==> config.mk <==
export PLATFORM = sky130hd
export DESIGN_NAME = bcpe_cell
export DESIGN_NICKNAME = d
export VERILOG_FILES = /design/src/rtl/core/bcpe_pkg.sv /design/src/rtl/core/bcpe_cell.sv
export SDC_FILE = /design/constraint.sdc
export NUM_CORES = 1
export LEC_CHECK = 0
export ABC_AREA = 1
export BUFFER_PORTS_ARGS = -buffer_cell sky130_fd_sc_hd__buf_2
export CAP_MARGIN = 20
export CELL_PAD_IN_SITES_DETAIL_PLACEMENT = 2
export CELL_PAD_IN_SITES_GLOBAL_PLACEMENT = 2
export CORE_ASPECT_RATIO = 1.4
export CORE_MARGIN = 3
export CORE_UTILIZATION = 21
export DETAILED_ROUTE_END_ITERATION = 8
export GPL_TIMING_DRIVEN = 0
export PLACE_DENSITY_LB_ADDON = 0.1
export REMOVE_ABC_BUFFERS = 1
export SYNTH_ARGS = -nofsm -noshare
export SYNTH_HDL_FRONTEND = slang
export SYNTH_SLANG_ARGS = --single-unit
export TNS_END_PERCENT = 5
==> constraint.sdc <==
create_clock -name clock -period 1.8 [get_ports clock]
set_input_delay 0.36 -clock clock [delete_from_list [all_inputs] [get_ports clock]]
set_output_delay 0.36 -clock clock [all_outputs]
set_load 0.02 [all_outputs]
==> src/rtl/core/bcpe_pkg.sv <==
// Shared constants, types and the binomial table of the Bezier point evaluator.
`default_nettype none
package bcpe_pkg;

   localparam int MAX_POINTS    = 8;
   localparam int COORD_BITS    = 16;
   localparam int T_FRAC_BITS   = 16;

   localparam int DEG_W         = 3;
   localparam int IDX_W         = 3;
   localparam int PARAM_T_W     = 17;
   localparam int DEGREE_RESET  = 3;
   localparam int MAX_DEG       = MAX_POINTS - 1;

   localparam int T_W           = T_FRAC_BITS + 1;
   localparam int BINOM_W       = 6;
   localparam int CT_W          = BINOM_W + T_W;
   localparam int WP_W          = CT_W + T_W;
   localparam int W_W           = WP_W - T_FRAC_BITS;
   localparam int TERM_W        = W_W + 1 + COORD_BITS;
   localparam int ACC_W         = TERM_W + 4;

   localparam logic [T_W-1:0] T_ONE  = T_W'(1) << T_FRAC_BITS;
   localparam logic [T_W-1:0] T_HALF = T_W'(1) << (T_FRAC_BITS - 1);

   localparam logic [BINOM_W-1:0] BINOM_TABLE [0:7][0:7] = '{
      '{6'd1, 6'd0, 6'd0,  6'd0,  6'd0,  6'd0,  6'd0, 6'd0},
      '{6'd1, 6'd1, 6'd0,  6'd0,  6'd0,  6'd0,  6'd0, 6'd0},
      '{6'd1, 6'd2, 6'd1,  6'd0,  6'd0,  6'd0,  6'd0, 6'd0},
      '{6'd1, 6'd3, 6'd3,  6'd1,  6'd0,  6'd0,  6'd0, 6'd0},
      '{6'd1, 6'd4, 6'd6,  6'd4,  6'd1,  6'd0,  6'd0, 6'd0},
      '{6'd1, 6'd5, 6'd10, 6'd10, 6'd5,  6'd1,  6'd0, 6'd0},
      '{6'd1, 6'd6, 6'd15, 6'd20, 6'd15, 6'd6,  6'd1, 6'd0},
      '{6'd1, 6'd7, 6'd21, 6'd35, 6'd35, 6'd21, 6'd7, 6'd1}
   };

   localparam logic CMD_WRITE = 1'b0;
   localparam logic CMD_EVAL  = 1'b1;

   typedef enum logic [1:0] {
      STATUS_EVAL    = 2'd0,
      STATUS_WRITTEN = 2'd1,
      STATUS_RANGE   = 2'd2
   } status_type;

   typedef enum logic [2:0] {
      ST_IDLE,
      ST_POWER,
      ST_WEIGHT,
      ST_MAC,
      ST_FINISH
   } state_type;

   typedef struct packed {
      logic                         write;
      logic                         push;
      logic                         rotate;
      logic signed [COORD_BITS-1:0] wr_x;
      logic signed [COORD_BITS-1:0] wr_y;
   } cell_ctrl_type;

   typedef struct packed {
      logic signed [COORD_BITS-1:0] x;
      logic signed [COORD_BITS-1:0] y;
      logic        [CT_W-1:0]       ct;
   } cell_data_type;

endpackage
`default_nettype wire

==> src/rtl/core/bcpe_cell.sv <==
// One cell of the chain: a control point and one scaled power of t.
`default_nettype none
module bcpe_cell (
   input  wire                          clock,
   input  wire                          reset,
   input  wire bcpe_pkg::cell_ctrl_type ctrl,
   input  wire                          sel,
   input  wire                          is_last,
   input  wire  [bcpe_pkg::CT_W-1:0]    push_in,
   input  wire bcpe_pkg::cell_data_type rot_in,
   input  wire bcpe_pkg::cell_data_type wrap_in,
   output bcpe_pkg::cell_data_type      data_out
);
   import bcpe_pkg::*;

   logic signed [COORD_BITS-1:0] x_ff, y_ff;
   logic        [CT_W-1:0]       ct_ff;
   cell_data_type                src;

   // the last cell in use closes the ring back to the head
   assign src = is_last ? wrap_in : rot_in;

   always_ff @(posedge clock) begin
      if (reset) begin
         x_ff <= '0;
         y_ff <= '0;
      end else if (ctrl.write && sel) begin
         x_ff <= ctrl.wr_x;
         y_ff <= ctrl.wr_y;
      end else if (ctrl.rotate) begin
         x_ff <= src.x;
         y_ff <= src.y;
      end
   end

   always_ff @(posedge clock) begin
      if (ctrl.push) begin
         ct_ff <= push_in;
      end else if (ctrl.rotate) begin
         ct_ff <= src.ct;
      end
   end

   assign data_out = '{x: x_ff, y: y_ff, ct: ct_ff};

endmodule
`default_nettype wire

==> results of run 1 <==
-- power by group through the flow --
stage / clock network (mW) / logic (mW) / registers [mW]
finish: 1.07 / 1.08 / 1.48
global route: 1.15 / 1.21 / 1.49
CTS: 1.13 / 1.11 / 1.48
detailed placement: 0 / 1.09 / 1.51
global placement: 0 / 1.03 / 1.50
floorplan: 0 / 0.380 / 1.67
-- metrics by stage --
stage	setup slack [ns]	total power, mW	instances	area, µm²
6_report	0.231	3.63	978	5150
5_1_grt	0.0173	3.85	978	5150
4_1_cts	0.0281	3.72	977	5140
3_5_place_dp	-1.21	2.60	968	4930
3_3_place_gp	-1.38	2.54	964	4820
2_1_floorplan	-0.171	2.05	506	3400
-- flip-flops by register name (all words and copies together) (netlist names) --
signal	count
y_ff	16
ct_ff	23
x_ff	16
-- cell type report --
class,instances,area share [%]
tap,232,5.64
timing repair buffer,231,24.3
clock inverter,2,0.316
sequential,55,25.9
inverter,100,7.39
clock buffer,6,2.70
timing repair inverter,1,0.146
multi-input combinational,351,33.7
-- critical path: stages --
cell,delay (ns)
buf_4,0.39
nand2_8,0.37
nand2_8,0.35
nand2_1,0.08
inv_1,0.07
a21oi_1,0.08
-- synth_stat cells --
master    instances
a21oi_1          59
buf_2            19
clkinv_1          1
buf_4             2
nand2_4           1
a21oi_2          19
inv_2             1
buf_8             1
dfxtp_1          32
nand2_2           1
nand2_1         152
nor2_1           23
edfxtp_1         23
inv_1            98
nand3b_1         32
nand3_1          64
buf_6             6
buf_1             2
clkbuf_1          9
-- final timing paths --
check / end / cells past startpoint / from
worst max register to register: x_ff[1] / 3 / x_ff[1]
worst min register to register: x_ff[14] / 3 / x_ff[14]
worst min-delay path: ct_ff[9] / 3 / push_in[9]
worst max-delay path: x_ff[1] / 6 / sel
-- cell families (layout without fill, tap and decap cells) --
kind of cell           after synthesis  after routing
and+or+nand+nor                    273            273
DFF                                 55             55
AOI/OAI and AO/OA                   78             78
buffers and inverters              139            340
-- timing repair --
item,in CTS,in global routing
cloned,1,0
resized for setup,12,0
setup buffers,0,1
setup endpoints to repair,78,23
-- routing by layer --
| layer | track usage, % | wire length [µm] |
|---|---|---|
| met3 | 2.50 | 1000 |
| met5 | 0 | 0 |
| met2 | 32.6 | 8550 |
| met4 | 3.29 | 142 |
| met1 | 18.7 | 6480 |
==> metrics.md, run 1 <==
| Metric | Value |
|---|---|
| Status | `finished, final reports clean` |
| Routed wire length | `between 15000 and 20000 µm` |
| Setup-failing EPs final | `0` |
| Hold Fails Final Rpt | `0` |
| Crit share post-route | `between 80% and 90%` |
| Normalized max-slew margin | `between 50% and 60%` |
| Root buffer cell | `clkbuf_16` |
| Multi-input logic area | `0.00174 mm²` |
| Skew final | `0 ns` |
| CP Max Fanout | `between 60 and 70` |
| Average size of a mapped cell | `6.67 µm²` |
| Max clock buf depth | `2` |
| Total CTS buffers | `5` |
| Synth Area in Compound Gates | `approximately 13%` |
| Seq pwr share | `between 40% and 50%` |
| Clock transition at the registers of the reported paths | `0.08 ns` |
| Post-Synth Simple-Gate Area | `approximately 34%` |
| Peak supply drop | `between 300 and 400 µV` |
| Die area | `roughly 0.019 mm²` |
| Top cell type's share of synthesized area | `about a fifth` |
| Vias | `about 4.4k` |
| Synth Cell Area | `0.00364 mm²` |
| Core ar. | `0.0169 mm²` |
| Most frequent cells in the layout | `buf_2, nand2_1, inv_1` |
| Layout fillers | `2065` |
| I/O Pins | `roughly 230` |
| RD Place Congestion | `~0.75` |
| H-tree level count | `2` |
| Commonest non-fill, non-tap cell in the layout | `buf_2` |
| Pin slew with the least headroom to its limit | `about 0.66 ns` |
| First drt pass iteration count | `4` |
| Cells after Synth | `545` |
| Final ANT Viol Nets | `0` |
| CTS tree | `built` |
| Port buffer count | `approximately 230` |
| Ys Warns | `0` |
| Max Cap Viol | `0` |
| GR Overflow Total | `0` |
| Fmax | `about 640 MHz` |
| Clock share of power | `between 20% and 30%` |
| R2r setup slk | `approximately 0.98 ns` |
| Required @ worst endpoint | `1.98 ns` |
| Critical path data arrival time | `1.75 ns` |
| Fin crit period | `approximately 1.6 ns` |
| Pins over their slew limit | `0` |
| Initial antenna violation count | `0` |
| Switching Fraction | `about a third` |
| N_diodes | `0` |
| Pwr dens | `~700 mW/mm²` |
| Post-DP HPWL | `11700 µm` |
| Crit end category | `flop` |
| FP Rows | `56` |
| Layout Nets | `around 920` |
| Worst hold slack | `roughly 0.38 ns` |
| Mux contribution to synthesized area | `0%` |
| DRT iter0 DRCs | `128` |
| Clk_lat worst skew | `around 0.30 ns` |
| Logic pwr share | `between 20 and 30%` |
| Critical path class | `in -> reg` |
| # DRC | `0` |
| Net Switching | `~1.2 mW` |
| FF+latch count, synth | `55` |
| Routed len/inst | `approximately 17 µm` |
| Aggregate global-route resource usage | `around 17%` |
| HP Class | `in -> reg` |
| Clock sinks | `55` |
| Die H | `around 160 µm` |
| Int Pwr | `approximately 2.4 mW` |
| Fin util | `30.5%` |
| Leading area contributor after synthesis | `edfxtp_1` |
| Layout cells sized above 1 | `a little over a third` |
| Sequential area share after synthesis | `between 30% and 40%` |
| Synth top area cells | `edfxtp_1, dfxtp_1, nand2_1, inv_1, nand3_1` |
| Register area | `around 0.0013 mm²` |
| Initial Util | `a little over a fifth` |
| Die X | `roughly 120 µm` |
| Post-Synth Adder-Cell Area | `0%` |
| # hold bufs at CTS | `0` |
| Lkg Pwr | `2.86 nW` |
| Area share of xor/xnor cells in the synthesized design | `0%` |
| Area grow syn2layout | `41.6%` |
| Largest net degree at the start of global routing | `66` |
| Main combinational cell family by area after synthesis | `simple AND/OR/NAND/NOR gates` |
| Synth unique cells | `19` |
| Type of origin of the critical path | `input port` |
| Vias in the first global route | `around 4.9k` |
| Final TNS setup | `0 ns` |
| RSZ-0062 raised after global routing | `false` |
| Via density per instance | `4.46` |
| First-pass GRT wire length | `between 20000 and 25000 µm` |
No activity file was read; power rests on OpenSTA's default activity.
==> run 2: changes to the inputs <==
- CORE_ASPECT_RATIO: 1.4 -> not set
==> run 2 against run 1 <==
Against the previous run: non-clock buffer count is 1 lower; global-route usage hardly changed; critical path type unchanged; largest power group unchanged; sequential power hardly changed.
==> metrics.md, run 2 (synthesis gave the netlist of run 1 again) <==
| Metric | Value |
|---|---|
| Final TNS setup | `0 ns` |
| Commonest non-fill, non-tap cell in the layout | `buf_2` |
| Seq pwr share | `between 40% and 50%` |
| Die X | `138 µm` |
| Routing usage on met3 | `about 3.0%` |
| Layout cells sized above 1 | `between 30% and 40%` |
| Fmax | `roughly 600 MHz` |
| Total CTS buffers | `5` |
| Largest reg by FF count | `ct_ff` |
| Crit path cell chain | `buf_4 > buf_12 > inv_2 > buf_12 > nand2_1 > a21oi_1` |
| Max Cap Viol | `0` |
| CTS tree | `built` |
| Core ar. | `around 0.017 mm²` |
| Status | `finished, final reports clean` |
| CP top delay family | `buffers and inverters` |
| Die H | `138 µm` |
| Net Switching | `1.20 mW` |
| Clock share of power | `about 28%` |
| Critical path class | `in -> reg` |
| Switching Fraction | `~34%` |
| R2r setup slk | `~1.1 ns` |
| Routed len/inst | `17.1 µm` |
| Fin worst setup slack | `0.179 ns` |
| Root buffer cell | `clkbuf_16` |
| First drt pass iteration count | `4` |
| Largest net degree at the start of global routing | `66` |
| Peak supply drop | `about 360 µV` |
| Required @ worst endpoint | `about 2.0 ns` |
| Layout fillers | `roughly 2.1k` |
| HP Class | `in -> reg` |
| Final ANT Viol Nets | `0` |
| Aggregate global-route resource usage | `16.8%` |
| Crit end category | `flop` |
| Post-DP HPWL | `about 12000 µm` |
| Type of origin of the critical path | `input port` |
| Crit share post-route | `90.1%` |
| Power, Total | `~3.6 mW` |
| Clock sinks | `between 50 and 60` |
| Normalized max-slew margin | `slightly above 60%` |
| RSZ-0062 raised after global routing | `false` |
| Port buffer count | `226` |
| Int Pwr | `~2.4 mW` |
| Skew final | `0 ns` |
| Pins over their slew limit | `0` |
| Hold Fails Final Rpt | `0` |
| GR Overflow Total | `0` |
| Layout Nets | `916` |
| Grt met2 use | `31.8%` |
| Delay of the slowest critical-path stage | `about 0.40 ns` |
| First-pass GRT wire length | `24500 µm` |
| Critical path data arrival time | `around 1.8 ns` |
| Max clock buf depth | `2` |
| Largest register FFs | `23` |
| Setup-failing EPs final | `0` |
| Crit path buffers/inverters | `4` |
| Vias | `about 4.3k` |
| Top flop regs | `ct_ff (23), x_ff (16), y_ff (16)` |
| Clk_lat worst skew | `roughly 0.3 ns` |
| Via density per instance | `4.50` |
| # hold bufs at CTS | `0` |
| RD Place Congestion | `0.718` |
| Initial antenna violation count | `0` |
| N_diodes | `0` |
| Logic pwr share | `a little under a third` |
| Most repeated library cell on the critical path | `buf_12` |
| Critical-path cell with the highest stage delay | `inv_2` |
| Vias in the first global route | `approximately 4.7k` |
| Initial Util | `21.7%` |
| Routed wire length | `~16000 µm` |
| GRT met1 Usage | `around a fifth` |
| Fin crit period | `around 1.6 ns` |
| # DRC | `0` |
| Pin slew with the least headroom to its limit | `~0.58 ns` |
| Lkg Pwr | `roughly 2.9 nW` |
| CP Max Fanout | `33` |
| Most frequent cells in the layout | `buf_2, nand2_1, inv_1` |
| Clock transition at the registers of the reported paths | `about 0.08 ns` |
| Area grow syn2layout | `40.1%` |
| Pwr dens | `approximately 700 mW/mm²` |
| Place WS | `-1.14 ns` |
| I/O Pins | `between 200 and 250` |
| DRT iter0 DRCs | `95` |
| FP Rows | `47` |
| H-tree level count | `2` |
| Grt peak-use layer | `met2` |
| Die area | `around 0.019 mm²` |
run 2: cell count changes in the layout (fill, tap and decap cells not counted), sizes merged:
cell      previous run  this run
buf                231       230
clkinvlp             3         4
clkbuf               6         5
run 2: timing repair:
action                     CTS  global route
setup endpoints to repair   77             0
gates resized for setup     11             0
buffers inserted             0             0
run 2: worst reg2reg max path, cell delays in order, from the launching register on:
cell and delay [ns]:
dfxtp_1 0.34, nand3b_1 0.11, nand2_1 0.07, a21oi_1 0.14
run 2: stage by stage:
stage               std cells  util, %  hold WS (ns)  cell area, µm²
floorplan                 506        -         0.562            3400
global placement          952     28.7         0.562            4810
finish                    965     30.4         0.375            5090
detailed placement        956     29.3         0.581            4900
global route              965     30.4         0.384            5090
CTS                       965     30.4         0.365            5090
run 2: worst paths after layout:
kind / startpoint / endpoint / cells after the start
min: push_in[7] / ct_ff[7] / 3
max reg2reg: x_ff[9] / x_ff[9] / 3
min reg2reg: x_ff[0] / x_ff[0] / 3
max: is_last / ct_ff[1] / 6
run 2: final cells by class:
cell class / instances / area, µm² / area share [%]
clock buffer: 5 / 125 / 2.46
multi-input combinational: 351 / 1730 / 33.9
clock inverter: 3 / 15.0 / 0.295
tap: 220 / 275 / 5.40
timing repair inverter: 1 / 5.00 / 0.0982
timing repair buffer: 230 / 1240 / 24.3
inverter: 100 / 380 / 7.47
sequential: 55 / 1330 / 26.1
run 2: routing by layer:
metal	up-vias	wire length, µm
met5	-	0
li1	2101	-
met3	14	827
met1	2121	6530
met2	106	8900
met4	0	240
run 2: power by group through the flow:
stage	Sequential [mW]	Combinational, mW	Clock [mW]
after floorplan	1.67	0.380	0
after global placement	1.50	1.03	0
after detailed placement	1.51	1.09	0
after CTS	1.48	1.11	1.06
after global routing	1.49	1.20	1.08
final	1.48	1.08	1.00
==> run 3: changes to the inputs <==
- clock period: 1.8 -> 1.65 ns (I/O delays scaled with it)
==> run 3 against run 2 <==
Against the previous run: register-to-register slack worse by 0.15 ns; clock power is 9% higher; clock skew stayed put; critical path type unchanged; clock-buffer cell count stayed put; sequential power is 9% higher; total power is 9.4% higher; first-iteration DRC count is 6.3% higher; non-clock buffer count stayed put; setup slack worse by 0.029 ns; critical path depth is 3 lower; final cell count is 0.10% higher.
==> metrics.md, run 3 (synthesis gave the netlist of run 1 again) <==
| Metric | Value |
|---|---|
| Status | `finished, final reports clean` |
| Place WS | `-1.26 ns` |
| Cell total after placement | `roughly 960` |
| Skew final | `0 ns` |
| RD Place Congestion | `just over 0.7` |
| Type of origin of the critical path | `input port` |
| Layout fillers | `around 2.1k` |
| Routed len/inst | `approximately 17 µm` |
| N_diodes | `0` |
| First drt pass iteration count | `4` |
| Via density per instance | `4.50` |
| Initial Util | `a little over a fifth` |
| Crit path cell chain | `buf_4 > clkinvlp_4 > nand2_4` |
| Critical path data arrival time | `~1.5 ns` |
| Grt met2 use | `a little under a third` |
| Layout cells sized above 1 | `35.5%` |
| Die X | `138 µm` |
| Worst setup startpoint | `ctrl[33]` |
| # DRC | `0` |
| Reg2reg start | `x_ff[9]` |
| Core ar. | `between 0.015 and 0.02 mm²` |
| Top flop regs | `ct_ff (23), x_ff (16), y_ff (16)` |
| Fin worst setup slack | `0.150 ns` |
| Pin slew with the least headroom to its limit | `0.533 ns` |
| Logic pwr share | `between 30% and 40%` |
| Final ANT Viol Nets | `0` |
| HP Class | `in -> reg` |
| CTS tree | `built` |
| Root buffer cell | `clkbuf_16` |
| Seq pwr share | `41.4%` |
| Switching Fraction | `33.8%` |
| Lkg Pwr | `between 2 and 3 nW` |
| Max Cap Viol | `0` |
| Normalized max-slew margin | `between 60 and 70%` |
| Max clock buf depth | `2` |
| Fmax | `between 600 and 700 MHz` |
| Pwr dens | `roughly 760 mW/mm²` |
| Post-route insts no fill | `approximately 970` |
| R2r setup slk | `between 0.9 and 1 ns` |
| Vias | `about 4.3k` |
| Die area | `0.0189 mm²` |
| Int Pwr | `between 2 and 3 mW` |
| Vias in the first global route | `4693` |
| # hold bufs at CTS | `0` |
| Clock transition at the registers of the reported paths | `about 0.080 ns` |
| Post-DP HPWL | `between 10000 and 15000 µm` |
| FP Rows | `between 40 and 50` |
| GRT met1 Usage | `19.1%` |
| Crit end category | `flop` |
| Largest register FFs | `23` |
| Routed wire length | `about 17000 µm` |
| Largest reg by FF count | `ct_ff` |
| Pins over their slew limit | `0` |
| H-tree level count | `2` |
| Initial antenna violation count | `0` |
| Port buffer count | `226` |
| Setup-failing EPs final | `0` |
| Reg2Reg Depth | `3` |
| Finished Cell Area | `0.00511 mm²` |
| Clock share of power | `28.1%` |
| Net Switching | `roughly 1.3 mW` |
| Peak supply drop | `between 300 and 400 µV` |
| Hold path cells | `3` |
| Largest net degree at the start of global routing | `66` |
| Worst hold slack | `0.345 ns` |
| CP Max Fanout | `25` |
| First-pass GRT wire length | `~24000 µm` |
| Fin crit period | `1.50 ns` |
| Critical-path cell with the highest stage delay | `clkinvlp_4` |
| Post-DP Area | `just under 0.005 mm²` |
| Required @ worst endpoint | `1.62 ns` |
| Die H | `between 100 and 150 µm` |
| GR Overflow Total | `0` |
| Most frequent cells in the layout | `buf_2, nand2_1, inv_1` |
| Delay of the slowest critical-path stage | `approximately 0.40 ns` |
| Register area | `0.00133 mm²` |
| Total CTS buffers | `5` |
| DRT iter0 DRCs | `about 100` |
| Worst setup endpoint | `ct_ff[9]` |
| Hold Fails Final Rpt | `0` |
| Multi-input logic area | `~0.0017 mm²` |
| I/O Pins | `~230` |
| Post-CTS Setup Repair Bufs | `0` |
| Aggregate global-route resource usage | `16.8%` |
| Crit share post-route | `between 90% and 100%` |
| Commonest non-fill, non-tap cell in the layout | `buf_2` |
| Routing usage on met3 | `under 10%` |
| Clk_lat worst skew | `approximately 0.30 ns` |
| Clock sinks | `55` |
| Critical path class | `in -> reg` |
| Area grow syn2layout | `40.5%` |
| Grt peak-use layer | `met2` |
| Capture point of the worst reg-to-reg path | `x_ff[9]` |
| Layout Nets | `917` |
| RSZ-0062 raised after global routing | `false` |
==> run 3: per-layer routing <==
metal	wire length, µm	share of wire [%]
met5	0	0
met4	238	1.4
met3	800	4.7
met2	9030	54
met1	6790	40
==> run 3: worst min path at each step <==
| stage | start | endpoint | slack (ns) |
|---|---|---|---|
| detailed placement | x_ff[3] | x_ff[3] | 0.58 |
| floorplan | is_last | x_ff[0] | 0.53 |
| global placement | x_ff[6] | x_ff[6] | 0.56 |
| global route | push_in[8] | ct_ff[8] | 0.35 |
| finish | push_in[7] | ct_ff[7] | 0.35 |
| CTS | push_in[7] | ct_ff[7] | 0.33 |
==> run 3: timing repair <==
| item | CTS | global route |
|---|---|---|
| setup endpoints to repair | 77 | 33 |
| resized for setup | 12 | 1 |
| pin swaps | 0 | 1 |
| endpoints found under the hold margin | 0 | 0 |
| cloned | 1 | 1 |
==> run 3: critical path: cells and delay by family <==
kind          cells  cell delay (ns)
simple gates      1             0.40
buf+inv           2             0.72
==> run 3: power groups by stage <==
stage / Sequential (mW) / Clock [mW] / Combinational, mW
2_1_floorplan: 1.82 / 0 / 0.414
6_report: 1.61 / 1.09 / 1.18
3_3_place_gp: 1.64 / 0 / 1.12
3_5_place_dp: 1.64 / 0 / 1.19
4_1_cts: 1.61 / 1.15 / 1.21
5_1_grt: 1.63 / 1.18 / 1.32
==> run 3: stage by stage <==
step | setup TNS [ns] | power, mW | utilization (%)
6_report | 0 | 3.89 | 30.5
5_1_grt | 0 | 4.12 | 30.5
4_1_cts | 0 | 3.97 | 30.4
3_5_place_dp | -78.67 | 2.83 | 29.3
3_3_place_gp | -101.92 | 2.76 | 28.7
2_1_floorplan | -7.15 | 2.24 | -
==> run 3: final cells by class <==
type,instances,area share [%]
Inverter,100,7.49
Tap cell,220,5.39
Clock buffer,5,2.45
Timing Repair inverter,1,0.147
Sequential cell,55,26.0
Multi-Input combinational cell,352,34.0
Clock inverter,3,0.294
Timing Repair Buffer,230,24.2
